===== src/sv/cbsu_pkg.sv =====
`timescale 1ns / 1ps

package cbsu_pkg;

  // Operation codes.
  localparam logic [2:0] CMD_TSB = 3'd0;
  localparam logic [2:0] CMD_TRB = 3'd1;
  localparam logic [2:0] CMD_BIT = 3'd2;
  localparam logic [2:0] CMD_ASL = 3'd3;
  localparam logic [2:0] CMD_LSR = 3'd4;
  localparam logic [2:0] CMD_ROL = 3'd5;
  localparam logic [2:0] CMD_ROR = 3'd6;

  // Addressing mode codes.
  localparam logic [2:0] MODE_ACC  = 3'd0;
  localparam logic [2:0] MODE_IMM  = 3'd1;
  localparam logic [2:0] MODE_DP   = 3'd2;
  localparam logic [2:0] MODE_DPX  = 3'd3;
  localparam logic [2:0] MODE_ABS  = 3'd4;
  localparam logic [2:0] MODE_ABSX = 3'd5;

  // One instruction as it enters the unit.
  typedef struct packed {
    logic [2:0]  cmd;
    logic [2:0]  addressing_mode;
    logic [23:0] access_address;
    logic [15:0] mem_in;
    logic [15:0] acc_in;
    logic        narrow_mode;
    logic        carry_in;
    logic        neg_in;
    logic        ovf_in;
    logic        dp_low_nonzero;
    logic        page_crossed;
  } item_t;

  // One result as it leaves the unit.
  typedef struct packed {
    logic [15:0] acc_out;
    logic        mem_write;
    logic [23:0] write_address;
    logic [15:0] mem_out;
    logic        neg_out;
    logic        ovf_out;
    logic        zero_out;
    logic        carry_out;
    logic [1:0]  extra_cycles;
  } result_t;

endpackage


===== src/sv/cbsu_alu.sv =====
`timescale 1ns / 1ps

module cbsu_alu (
  input  cbsu_pkg::item_t   item,
  output cbsu_pkg::result_t res
);
  import cbsu_pkg::*;

  logic [15:0] a;
  logic [15:0] m;
  logic [15:0] x;
  logic [15:0] r;
  logic        x_top;
  logic        r_top;
  logic        rot_in;
  logic        mode_cyc;
  logic [1:0]  wide_two;
  logic [1:0]  wide_one;
  logic        on_acc;

  always_comb begin
    // Operands masked to the working width.
    a = item.narrow_mode ? {8'h00, item.acc_in[7:0]} : item.acc_in;
    m = item.narrow_mode ? {8'h00, item.mem_in[7:0]} : item.mem_in;
    on_acc = (item.addressing_mode == MODE_ACC);
    x = on_acc ? a : m;
    x_top = item.narrow_mode ? x[7] : x[15];

    // Shift and rotate datapath for both widths.
    rot_in = 1'b0;
    r = 16'h0000;
    case (item.cmd)
      CMD_ASL, CMD_ROL: begin
        rot_in = (item.cmd == CMD_ROL) & item.carry_in;
        r = item.narrow_mode ? {8'h00, x[6:0], rot_in} : {x[14:0], rot_in};
      end
      CMD_LSR, CMD_ROR: begin
        rot_in = (item.cmd == CMD_ROR) & item.carry_in;
        r = item.narrow_mode ? {8'h00, rot_in, x[7:1]} : {rot_in, x[15:1]};
      end
      default: begin
        r = 16'h0000;
      end
    endcase
    r_top = item.narrow_mode ? r[7] : r[15];

    // Extra cycles from direct page alignment and page crossing.
    if ((item.addressing_mode == MODE_DP) || (item.addressing_mode == MODE_DPX)) begin
      mode_cyc = item.dp_low_nonzero;
    end else if (item.addressing_mode == MODE_ABSX) begin
      mode_cyc = item.page_crossed;
    end else begin
      mode_cyc = 1'b0;
    end
    wide_two = item.narrow_mode ? 2'd0 : 2'd2;
    wide_one = item.narrow_mode ? 2'd0 : 2'd1;

    // Defaults: no operation, flags pass through.
    res.acc_out       = item.acc_in;
    res.mem_write     = 1'b0;
    res.write_address = item.access_address;
    res.mem_out       = 16'h0000;
    res.neg_out       = item.neg_in;
    res.ovf_out       = item.ovf_in;
    res.zero_out      = 1'b0;
    res.carry_out     = item.carry_in;
    res.extra_cycles  = 2'd0;

    case (item.cmd)
      CMD_TSB, CMD_TRB: begin
        res.zero_out  = ((a & m) == 16'h0000);
        res.mem_write = 1'b1;
        res.mem_out   = (item.cmd == CMD_TSB) ? (m | a) : (m & ~a);
        res.extra_cycles = wide_two +
          {1'b0, (item.addressing_mode == MODE_DP) & item.dp_low_nonzero};
      end
      CMD_BIT: begin
        if (item.addressing_mode != MODE_IMM) begin
          res.neg_out = item.narrow_mode ? m[7] : m[15];
          res.ovf_out = item.narrow_mode ? m[6] : m[14];
        end
        res.zero_out     = ((a & m) == 16'h0000);
        res.extra_cycles = wide_one + {1'b0, mode_cyc};
      end
      CMD_ASL, CMD_LSR, CMD_ROL, CMD_ROR: begin
        res.carry_out = ((item.cmd == CMD_ASL) || (item.cmd == CMD_ROL)) ? x_top : x[0];
        res.neg_out   = r_top;
        res.zero_out  = (r == 16'h0000);
        if (on_acc) begin
          res.acc_out = item.narrow_mode ? {item.acc_in[15:8], r[7:0]} : r;
        end else begin
          res.mem_write    = 1'b1;
          res.mem_out      = r;
          res.extra_cycles = wide_two + {1'b0, mode_cyc};
        end
      end
      default: begin
        res.zero_out = 1'b0;
      end
    endcase
  end

endmodule


===== src/sv/cpu_bit_shift_unit.sv =====
`timescale 1ns / 1ps
// Channel  | Ports                         | Transfer when
// ---------+-------------------------------+-----------------------------
// input    | in_valid, in_ready, in_<field>| in_valid && in_ready
// result   | out_valid, out_ready, out_<f> | out_valid && out_ready
//
// One instruction per cycle is accepted while the input register is empty or its item moves on.
// It is held in the input register; its result is then held in the result register and offered there.
// The ALU step between the two registers is a single pass of combinational logic.
// Reset (rst_n low, synchronous) empties both registers.
// A stall on the result side holds the result register; the input register
// still takes an item while the result register has room or is being drained.

module cpu_bit_shift_unit (
  input  logic        clk,
  input  logic        rst_n,
  input  logic        in_valid,
  output logic        in_ready,
  input  logic [2:0]  in_cmd,
  input  logic [2:0]  in_addressing_mode,
  input  logic [23:0] in_access_address,
  input  logic [15:0] in_mem_in,
  input  logic [15:0] in_acc_in,
  input  logic        in_narrow_mode,
  input  logic        in_carry_in,
  input  logic        in_neg_in,
  input  logic        in_ovf_in,
  input  logic        in_dp_low_nonzero,
  input  logic        in_page_crossed,
  output logic        out_valid,
  input  logic        out_ready,
  output logic [15:0] out_acc_out,
  output logic        out_mem_write,
  output logic [23:0] out_write_address,
  output logic [15:0] out_mem_out,
  output logic        out_neg_out,
  output logic        out_ovf_out,
  output logic        out_zero_out,
  output logic        out_carry_out,
  output logic [1:0]  out_extra_cycles
);
  import cbsu_pkg::*;

  logic    s1_valid_r;
  logic    s1_valid_nxt;
  item_t   s1_item_r;
  item_t   in_item;
  logic    s2_valid_r;
  logic    s2_valid_nxt;
  result_t s2_res_r;
  result_t alu_res;
  logic    s1_advance;
  logic    in_xfer;

  // Gather the input ports into one item.
  always_comb begin
    in_item.cmd             = in_cmd;
    in_item.addressing_mode = in_addressing_mode;
    in_item.access_address  = in_access_address;
    in_item.mem_in          = in_mem_in;
    in_item.acc_in          = in_acc_in;
    in_item.narrow_mode     = in_narrow_mode;
    in_item.carry_in        = in_carry_in;
    in_item.neg_in          = in_neg_in;
    in_item.ovf_in          = in_ovf_in;
    in_item.dp_low_nonzero  = in_dp_low_nonzero;
    in_item.page_crossed    = in_page_crossed;
  end

  // Pipeline flow control: each stage moves when the one after it has room.
  assign s1_advance = s1_valid_r && (!s2_valid_r || out_ready);
  assign in_ready   = !s1_valid_r || s1_advance;
  assign in_xfer    = in_valid && in_ready;

  always_comb begin
    s1_valid_nxt = in_xfer || (s1_valid_r && !s1_advance);
    s2_valid_nxt = s1_advance || (s2_valid_r && !out_ready);
  end

  // Valid bits.
  always_ff @(posedge clk) begin
    if (!rst_n) begin
      s1_valid_r <= 1'b0;
      s2_valid_r <= 1'b0;
    end else begin
      s1_valid_r <= s1_valid_nxt;
      s2_valid_r <= s2_valid_nxt;
    end
  end

  // Payload registers load only on a transfer into their stage.
  always_ff @(posedge clk) begin
    if (in_xfer) begin
      s1_item_r <= in_item;
    end
    if (s1_advance) begin
      s2_res_r <= alu_res;
    end
  end

  cbsu_alu u_alu (
    .item (s1_item_r),
    .res  (alu_res)
  );

  // Result ports.
  assign out_valid         = s2_valid_r;
  assign out_acc_out       = s2_res_r.acc_out;
  assign out_mem_write     = s2_res_r.mem_write;
  assign out_write_address = s2_res_r.write_address;
  assign out_mem_out       = s2_res_r.mem_out;
  assign out_neg_out       = s2_res_r.neg_out;
  assign out_ovf_out       = s2_res_r.ovf_out;
  assign out_zero_out      = s2_res_r.zero_out;
  assign out_carry_out     = s2_res_r.carry_out;
  assign out_extra_cycles  = s2_res_r.extra_cycles;

endmodule


===== config.mk =====
export PLATFORM = sky130hd
export DESIGN_NAME = cpu_bit_shift_unit
export DESIGN_NICKNAME = d
export VERILOG_FILES = /design/src/sv/cbsu_pkg.sv /design/src/sv/cbsu_alu.sv /design/src/sv/cpu_bit_shift_unit.sv
export SDC_FILE = /design/constraint.sdc
export NUM_CORES = 1
export LEC_CHECK = 0
export BUFFER_PORTS_ARGS = -buffer_cell sky130_fd_sc_hd__buf_2
export CORE_MARGIN = 1
export CORE_UTILIZATION = 45
export DETAILED_ROUTE_END_ITERATION = 7
export PLACE_DENSITY_LB_ADDON = 0.08
export SYNTH_ARGS = -nofsm -noshare
export SYNTH_HDL_FRONTEND = slang
export SYNTH_SLANG_ARGS = --single-unit

===== constraint.sdc =====
create_clock -name clk -period 9.14 [get_ports clk]
set_clock_uncertainty 0.15 [all_clocks]
set_input_delay 0.914 -clock clk [delete_from_list [all_inputs] [get_ports clk]]
set_output_delay 0.914 -clock clk [all_outputs]
set_load 0.1 [all_outputs]

==> flow_metrics.env, run 1 <==
export IMPL_cts_sink_count=133
export IMPL_design_die_area_sq_um=12900
export IMPL_yosys_top_cells_count="131 x edfxtp_1, 29 x nand2_1, 22 x mux2i_1, 21 x a21oi_1"
export IMPL_worst_path_max_delay_cell="o2111ai_1"
export IMPL_muxShareOfSynthArea=0.0564
export IMPL_cts_root_buffer="clkbuf_16"
export IMPL_simple_gate_share_of_the_synthesized_area=0.0884
export IMPL_clock_tree_htree_level_count=4
export IMPL_highest_signal_layer="met4"
export IMPL_hold_path_cell_count=0
export IMPL_post_drt_wl_per_cell_microns=18.4
export IMPL_power_leakage_nw=2.64
export IMPL_gp_congestion=0.836
export IMPL_synthesis_area_sq_um=5620
export IMPL_worst_path_dominant_cell_family="simple AND/OR/NAND/NOR gates"
export IMPL_antenna_cells=0
export IMPL_synthesis_instances=379
export IMPL_rsz_0062_raised_after_global_routing="false"
export IMPL_vias_per_cell=5.51
export IMPL_cp_num_buf_inv=0
export IMPL_antenna_found_initial=0
export IMPL_synth_async_reset_ratio=0
export IMPL_clock_fmax_ghz=0.286
export IMPL_flow_area_growth_from_synthesis_pct=24.0
export IMPL_ys_dominant_reg_cell="edfxtp_1"
export IMPL_final_min_clock_period_ns=3.49
export IMPL_synth_area_top_cells="edfxtp_1 70%, mux2i_1 3.9%, o22ai_1 2.0%, nand2_1 1.9%, a21oi_1 1.9%"
export IMPL_yosysSeqAreaShare=0.708
export IMPL_met1_length_mm=5.41
export IMPL_post_cts_setup_buffers=0
export IMPL_total_length_of_routed_met2_wires_mm=6.18
export IMPL_detailroute_via_count=3832
export IMPL_cts_tree="yes"
export IMPL_fp_dieW_microns=114
export IMPL_grt_pass1_wl_mm=19.9
export IMPL_critPathMaxStageDelay_ns=0.75
export IMPL_chipHeight_microns=114
export IMPL_gr_total_overflow=0
export IMPL_timing_setup_tns_ns=0
export IMPL_total_length_of_routed_met3_wires_microns=969
export IMPL_worst_ir_drop_vdd_uv=148
export IMPL_clk_insertion_delay_late_ns=0.42
export IMPL_worst_setup_path_end_kind="flop"
export IMPL_postRouteAntennaNets=0
export IMPL_worst_ep_required_time_ns=9.15
export IMPL_count_of_flip_flops_with_a_built_in_enable_after_synthesis=131
export IMPL_clkTransAtPathRegs_ns=0.06
export IMPL_synthDominantAreaCellType="edfxtp_1"
export IMPL_synth_nets=452
export IMPL_cp_depth=4
export IMPL_powerDensity_nw_per_um2=227
export IMPL_maxCapViolations=0
export IMPL_coreArea_sq_um=12100
export IMPL_crit_fanout=16
export IMPL_final_period_utilization=0.382
export IMPL_dp_cells=664
export IMPL_timing_max_transition_violations_final=0
export IMPL_run_status="finished clean"
export IMPL_cts_max_path_buffers=2
export IMPL_largest_family_of_logic_cells_by_synthesized_area="compound AO/OA/AOI/OAI gates"
export IMPL_arrival_ns=3.50
export IMPL_port_buffers=136
export IMPL_cts_buffers=17
export IMPL_wl_mm=12.8
export IMPL_final_hold_viol_count=0
export IMPL_synth_top_cell_area_share=0.700
export IMPL_ctsHoldBuffers=0
export IMPL_vias_in_the_first_global_route=3777
export IMPL_first_iter_violations=341
export IMPL_pre_cts_setup_slack_ns=5.66
export IMPL_dominant_cell_by_count_in_the_synthesized_netlist="edfxtp_1"
export IMPL_drc_errors=0
export IMPL_timing_final_ws_setup_ns=5.65
export IMPL_post_cts_resized_instances=0
export IMPL_synthesis_yosys_warnings=0
export IMPL_fp_row_count=40
export IMPL_detail_route_first_pass_iterations=4
export IMPL_grt_total_usage=0.209
export IMPL_grt_max_degree=69
export IMPL_io_pins=137
export IMPL_start_util=0.464
export IMPL_ff2ff_path_depth=4
export IMPL_compound_gate_portion_of_the_synthesized_area=0.119
export IMPL_startpoint_type="flop"
export IMPL_setup_viol=0
export IMPL_drive_gt1_frac=0.360
export IMPL_synth_cell_type_count=62
export IMPL_place_hpwl_mm=8.58
export IMPL_crit_path_cell_trace="nor3_4 -> o2111ai_1 -> nor2_2 -> mux2_2"
export IMPL_yosys_area_share_xor_xnor=0.00156
export IMPL_worst_hold_slack_ns=0.266
export IMPL_max_slew_worst_pin_slew_ns=1.22
export IMPL_avgSynthCellArea_sq_um=14.8
export IMPL_slew_headroom=0.184
export IMPL_synth_adder_area_share=0.00223
export IMPL_nNetsFinal=588
export IMPL_hold_class="reg2reg"
export IMPL_yosys_register_bits=133
export IMPL_fin_cells=696
export IMPL_critical_path_class="reg2reg"
[through the flow]
stage | total power (W) | util | instance area [sq um]
global placement | 0.000962 | 0.529 | 6410
global route | 0.00164 | 0.575 | 6970
floorplan | 0.000914 | - | 5620
detailed placement | 0.000965 | 0.529 | 6410
CTS | 0.00160 | 0.575 | 6970
finish | 0.00158 | 0.575 | 6970
[state kept, by name, indices dropped and copies added, names as in the netlist, 2 cells and up]
name,flops
out_extra_cycles,2
s1_item_r,68
out_write_address,24
out_mem_out,16
out_acc_out,16
[metal layers]
metal / global-route usage / vias to the layer above
li1: - / 1781
met1: 0.265 / 1856
met2: 0.329 / 174
met3: 0.0659 / 21
met4: 0.100 / 0
met5: 0 / -
[power breakdown]
| group | total (W) | internal (W) | switching (W) | leakage [nW] |
|---|---|---|---|---|
| logic | 0.000215 | 0.0000501 | 0.000165 | 1.10 |
| clock network | 0.000631 | 0.000374 | 0.000257 | 0.262 |
| registers | 0.000738 | 0.000712 | 0.0000263 | 1.27 |
| total | 0.00158 | 0.00114 | 0.000448 | 2.64 |
[kinds of logic after synthesis]
logic type / Yosys count
simple gates: 94
compound gates: 96
flops: 133
mux: 29
buf+inv: 25
fa+ha+maj: 1
xor+xnor: 1
[cells in the final DEF, fill, tap and decap left out, types with 2 or more instances in the layout]
cell type and instances:
buf_2 136, edfxtp_1 131, nand2_1 29, mux2i_1 22, a21oi_1 21, o22ai_1 18, o21ai_0 18, nor2_1 17
clkbuf_16 17, nor3_1 10, o22a_1 5, nor2b_1 5, clkinvlp_4 5, inv_1 4, nand3_1 4, nand2b_1 4
mux2_2 4, a22oi_1 4, clkinv_2 4, or3_1 3, nor4_1 3, o31ai_1 3, o2111ai_1 3, a221oi_1 3
inv_6 3, o32a_1 2, o21a_1 2, and2_1 2, nor3b_1 2, or4_1 2, a22o_1 2, nand4_1 2
nor2b_4 2, clkinv_4 2, dfxtp_1 2, buf_4 2
[final cells by class]
cell class	count	area (sq um)
Fill cell	1010	5150
Sequential cell	133	3970
Multi-Input combinational cell	221	1510
Timing Repair Buffer	138	696
Clock buffer	17	425
Tap cell	168	210
Clock inverter	15	131
Inverter	4	15.0
[worst paths after layout]
| path | start | end | slack (ns) |
|---|---|---|---|
| worst max-delay path | s1_item_r[63]$_DFFE_PP_ | out_acc_out[8]$_DFFE_PP_ | 5.65 |
| worst min-delay path | s1_item_r[57]$_DFFE_PP_ | out_write_address[19]$_DFFE_PP_ | 0.27 |
| worst max register to register | s1_item_r[63]$_DFFE_PP_ | out_acc_out[8]$_DFFE_PP_ | 5.65 |
| worst min register to register | s1_item_r[57]$_DFFE_PP_ | out_write_address[19]$_DFFE_PP_ | 0.27 |
Power figures use the tool's default switching activity.
==> run 2: changes to the inputs <==
Clock period 9.14 ns to 3.3 ns, I/O delays scaled along.
==> run 2 against run 1 <==
Against the previous run: die area stayed put; sequential share of layout area is 5.8 points lower; cell count is 11% higher; register-to-register slack worse by 5.0 ns; non-clock buffer count is 77 higher.
==> flow_metrics.env, run 2 (synthesized netlist as in run 1, its figures left out) <==
export IMPL_fp_row_count=40
export IMPL_postRouteAntennaNets=0
export IMPL_clkTransAtPathRegs_ns=0.06
export IMPL_powerDensity_nw_per_um2=593
export IMPL_arrival_ns=2.71
export IMPL_final_hold_viol_count=0
export IMPL_startpoint_type="flop"
export IMPL_io_pins=137
export IMPL_first_iter_violations=359
export IMPL_fin_cells=773
export IMPL_cts_max_path_buffers=2
export IMPL_register_with_the_most_flip_flops="s1_item_r"
export IMPL_origin_of_the_worst_min_delay_path="out_ready"
export IMPL_final_min_clock_period_ns=2.70
export IMPL_start_util=0.464
export IMPL_port_buffers=136
export IMPL_vias_in_the_first_global_route=4151
export IMPL_vias_per_cell=5.28
export IMPL_detailroute_via_count=4085
export IMPL_post_cts_resized_instances=0
export IMPL_grt_max_degree=36
export IMPL_most_common_layout_cells="136 x buf_2, 131 x edfxtp_1, 70 x dlygate4sd3_1, 29 x nand2_1, 22 x mux2i_1"
export IMPL_slew_headroom=0.470
export IMPL_gr_total_overflow=0
export IMPL_worstSetupStartpoint="s1_item_r[63]$_DFFE_PP_"
export IMPL_layout_cells_most_common="buf_2"
export IMPL_fp_dieW_microns=114
export IMPL_worst_hold_slack_ns=0.133
export IMPL_dp_cells=671
export IMPL_max_slew_worst_pin_slew_ns=0.795
export IMPL_reg2reg_from="s1_item_r[63]$_DFFE_PP_"
export IMPL_largest_register_ff_count=68
export IMPL_power_leakage_nw=2.98
export IMPL_detail_route_first_pass_iterations=5
export IMPL_timing_setup_tns_ns=0
export IMPL_antenna_cells=0
export IMPL_worst_ep_required_time_ns=3.31
export IMPL_nNetsFinal=665
export IMPL_hold_class="in2reg"
export IMPL_run_status="finished clean"
export IMPL_worst_path_max_delay_cell="nor3_4"
export IMPL_grt_total_usage=0.227
export IMPL_post_drt_wl_per_cell_microns=18.1
export IMPL_antenna_found_initial=0
export IMPL_clock_tree_htree_level_count=4
export IMPL_drc_errors=0
export IMPL_post_layout_total_power_w=0.00460
export IMPL_cts_tree="yes"
export IMPL_flow_area_growth_from_synthesis_pct=38.0
export IMPL_ctsHoldBuffers=70
export IMPL_critical_path_class="reg2reg"
export IMPL_gp_congestion=0.859
export IMPL_worst_path_dominant_cell_family="simple AND/OR/NAND/NOR gates"
export IMPL_cts_sink_count=133
export IMPL_clk_insertion_delay_late_ns=0.42
export IMPL_rsz_0062_raised_after_global_routing="false"
export IMPL_grt_pass1_wl_mm=21.5
export IMPL_design_die_area_sq_um=12900
export IMPL_chipHeight_microns=114
export IMPL_clock_fmax_ghz=0.370
export IMPL_cts_root_buffer="clkbuf_16"
export IMPL_coreArea_sq_um=12100
export IMPL_final_period_utilization=0.818
export IMPL_worst_setup_path_end_kind="flop"
export IMPL_critPathMaxStageDelay_ns=0.68
export IMPL_timing_max_transition_violations_final=0
export IMPL_wl_mm=14.0
export IMPL_post_cts_setup_buffers=0
export IMPL_crit_path_cell_trace="nor3_4 -> o2111ai_1 -> buf_4 -> nor2_2 -> mux2_2"
export IMPL_setup_viol=0
export IMPL_place_hpwl_mm=9.09
export IMPL_drive_gt1_frac=0.322
export IMPL_postLayoutCellArea_sq_um=7750
export IMPL_worst_ir_drop_vdd_uv=373
export IMPL_placed_cell_area_sq_um=6460
export IMPL_maxCapViolations=0
export IMPL_cp_num_buf_inv=1
export IMPL_crit_fanout=16
export IMPL_cts_buffers=17
run 2: changes by cell type in the layout (fill, tap and decap cells not counted), sizes merged:
cell,delta
inv,-2
dlygate4sd3,+70
clkbuf,+2
buf,+7
clkinvlp,-1
clkinv,-1
bufinv,+2
run 2: area by class of cell:
cell class,instances,area (sq um)
clock buffers,19,433
well taps,168,210
repair buffers,215,1450
inverters,4,15.0
clock inverters,13,158
fillers,955,4360
flip-flops and latches,133,3970
multi-input cells,221,1510
run 2: through the flow:
stage,util,worst slack (ns)
after floorplan,-,0.0221
after global placement,0.533,0.767
after detailed placement,0.533,0.688
after CTS,0.640,0.680
after global routing,0.640,0.528
final,0.640,0.600
run 2: where the power goes:
group          switching (W)  internal (W)  leakage (nW)
Clock               0.000703       0.00118         0.279
Combinational       0.000477      0.000198          1.43
Sequential         0.0000680       0.00197          1.27
run 2: worst paths after layout:
path,to,slack [ns],depth (start not counted)
max,out_acc_out[9]$_DFFE_PP_,0.60,5
min,out_valid$_SDFF_PN0_,0.13,3
max reg2reg,out_acc_out[9]$_DFFE_PP_,0.60,5
min reg2reg,out_write_address[17]$_DFFE_PP_,0.26,0
run 2: metal layers:
layer / vias up / part of all wire / global-route usage
li1: 1934 / - / -
met1: 1946 / 0.44 / 0.290
met2: 175 / 0.48 / 0.357
met3: 30 / 0.065 / 0.0696
met4: 0 / 0.022 / 0.0991
met5: - / 0 / 0
run 2: worst reg2reg max path, cell delays in order (launching register included):
cell and delay, ns:
edfxtp_1 0.54, nor3_4 0.69, o2111ai_1 0.25, buf_4 0.26, nor2_2 0.20, mux2_2 0.36
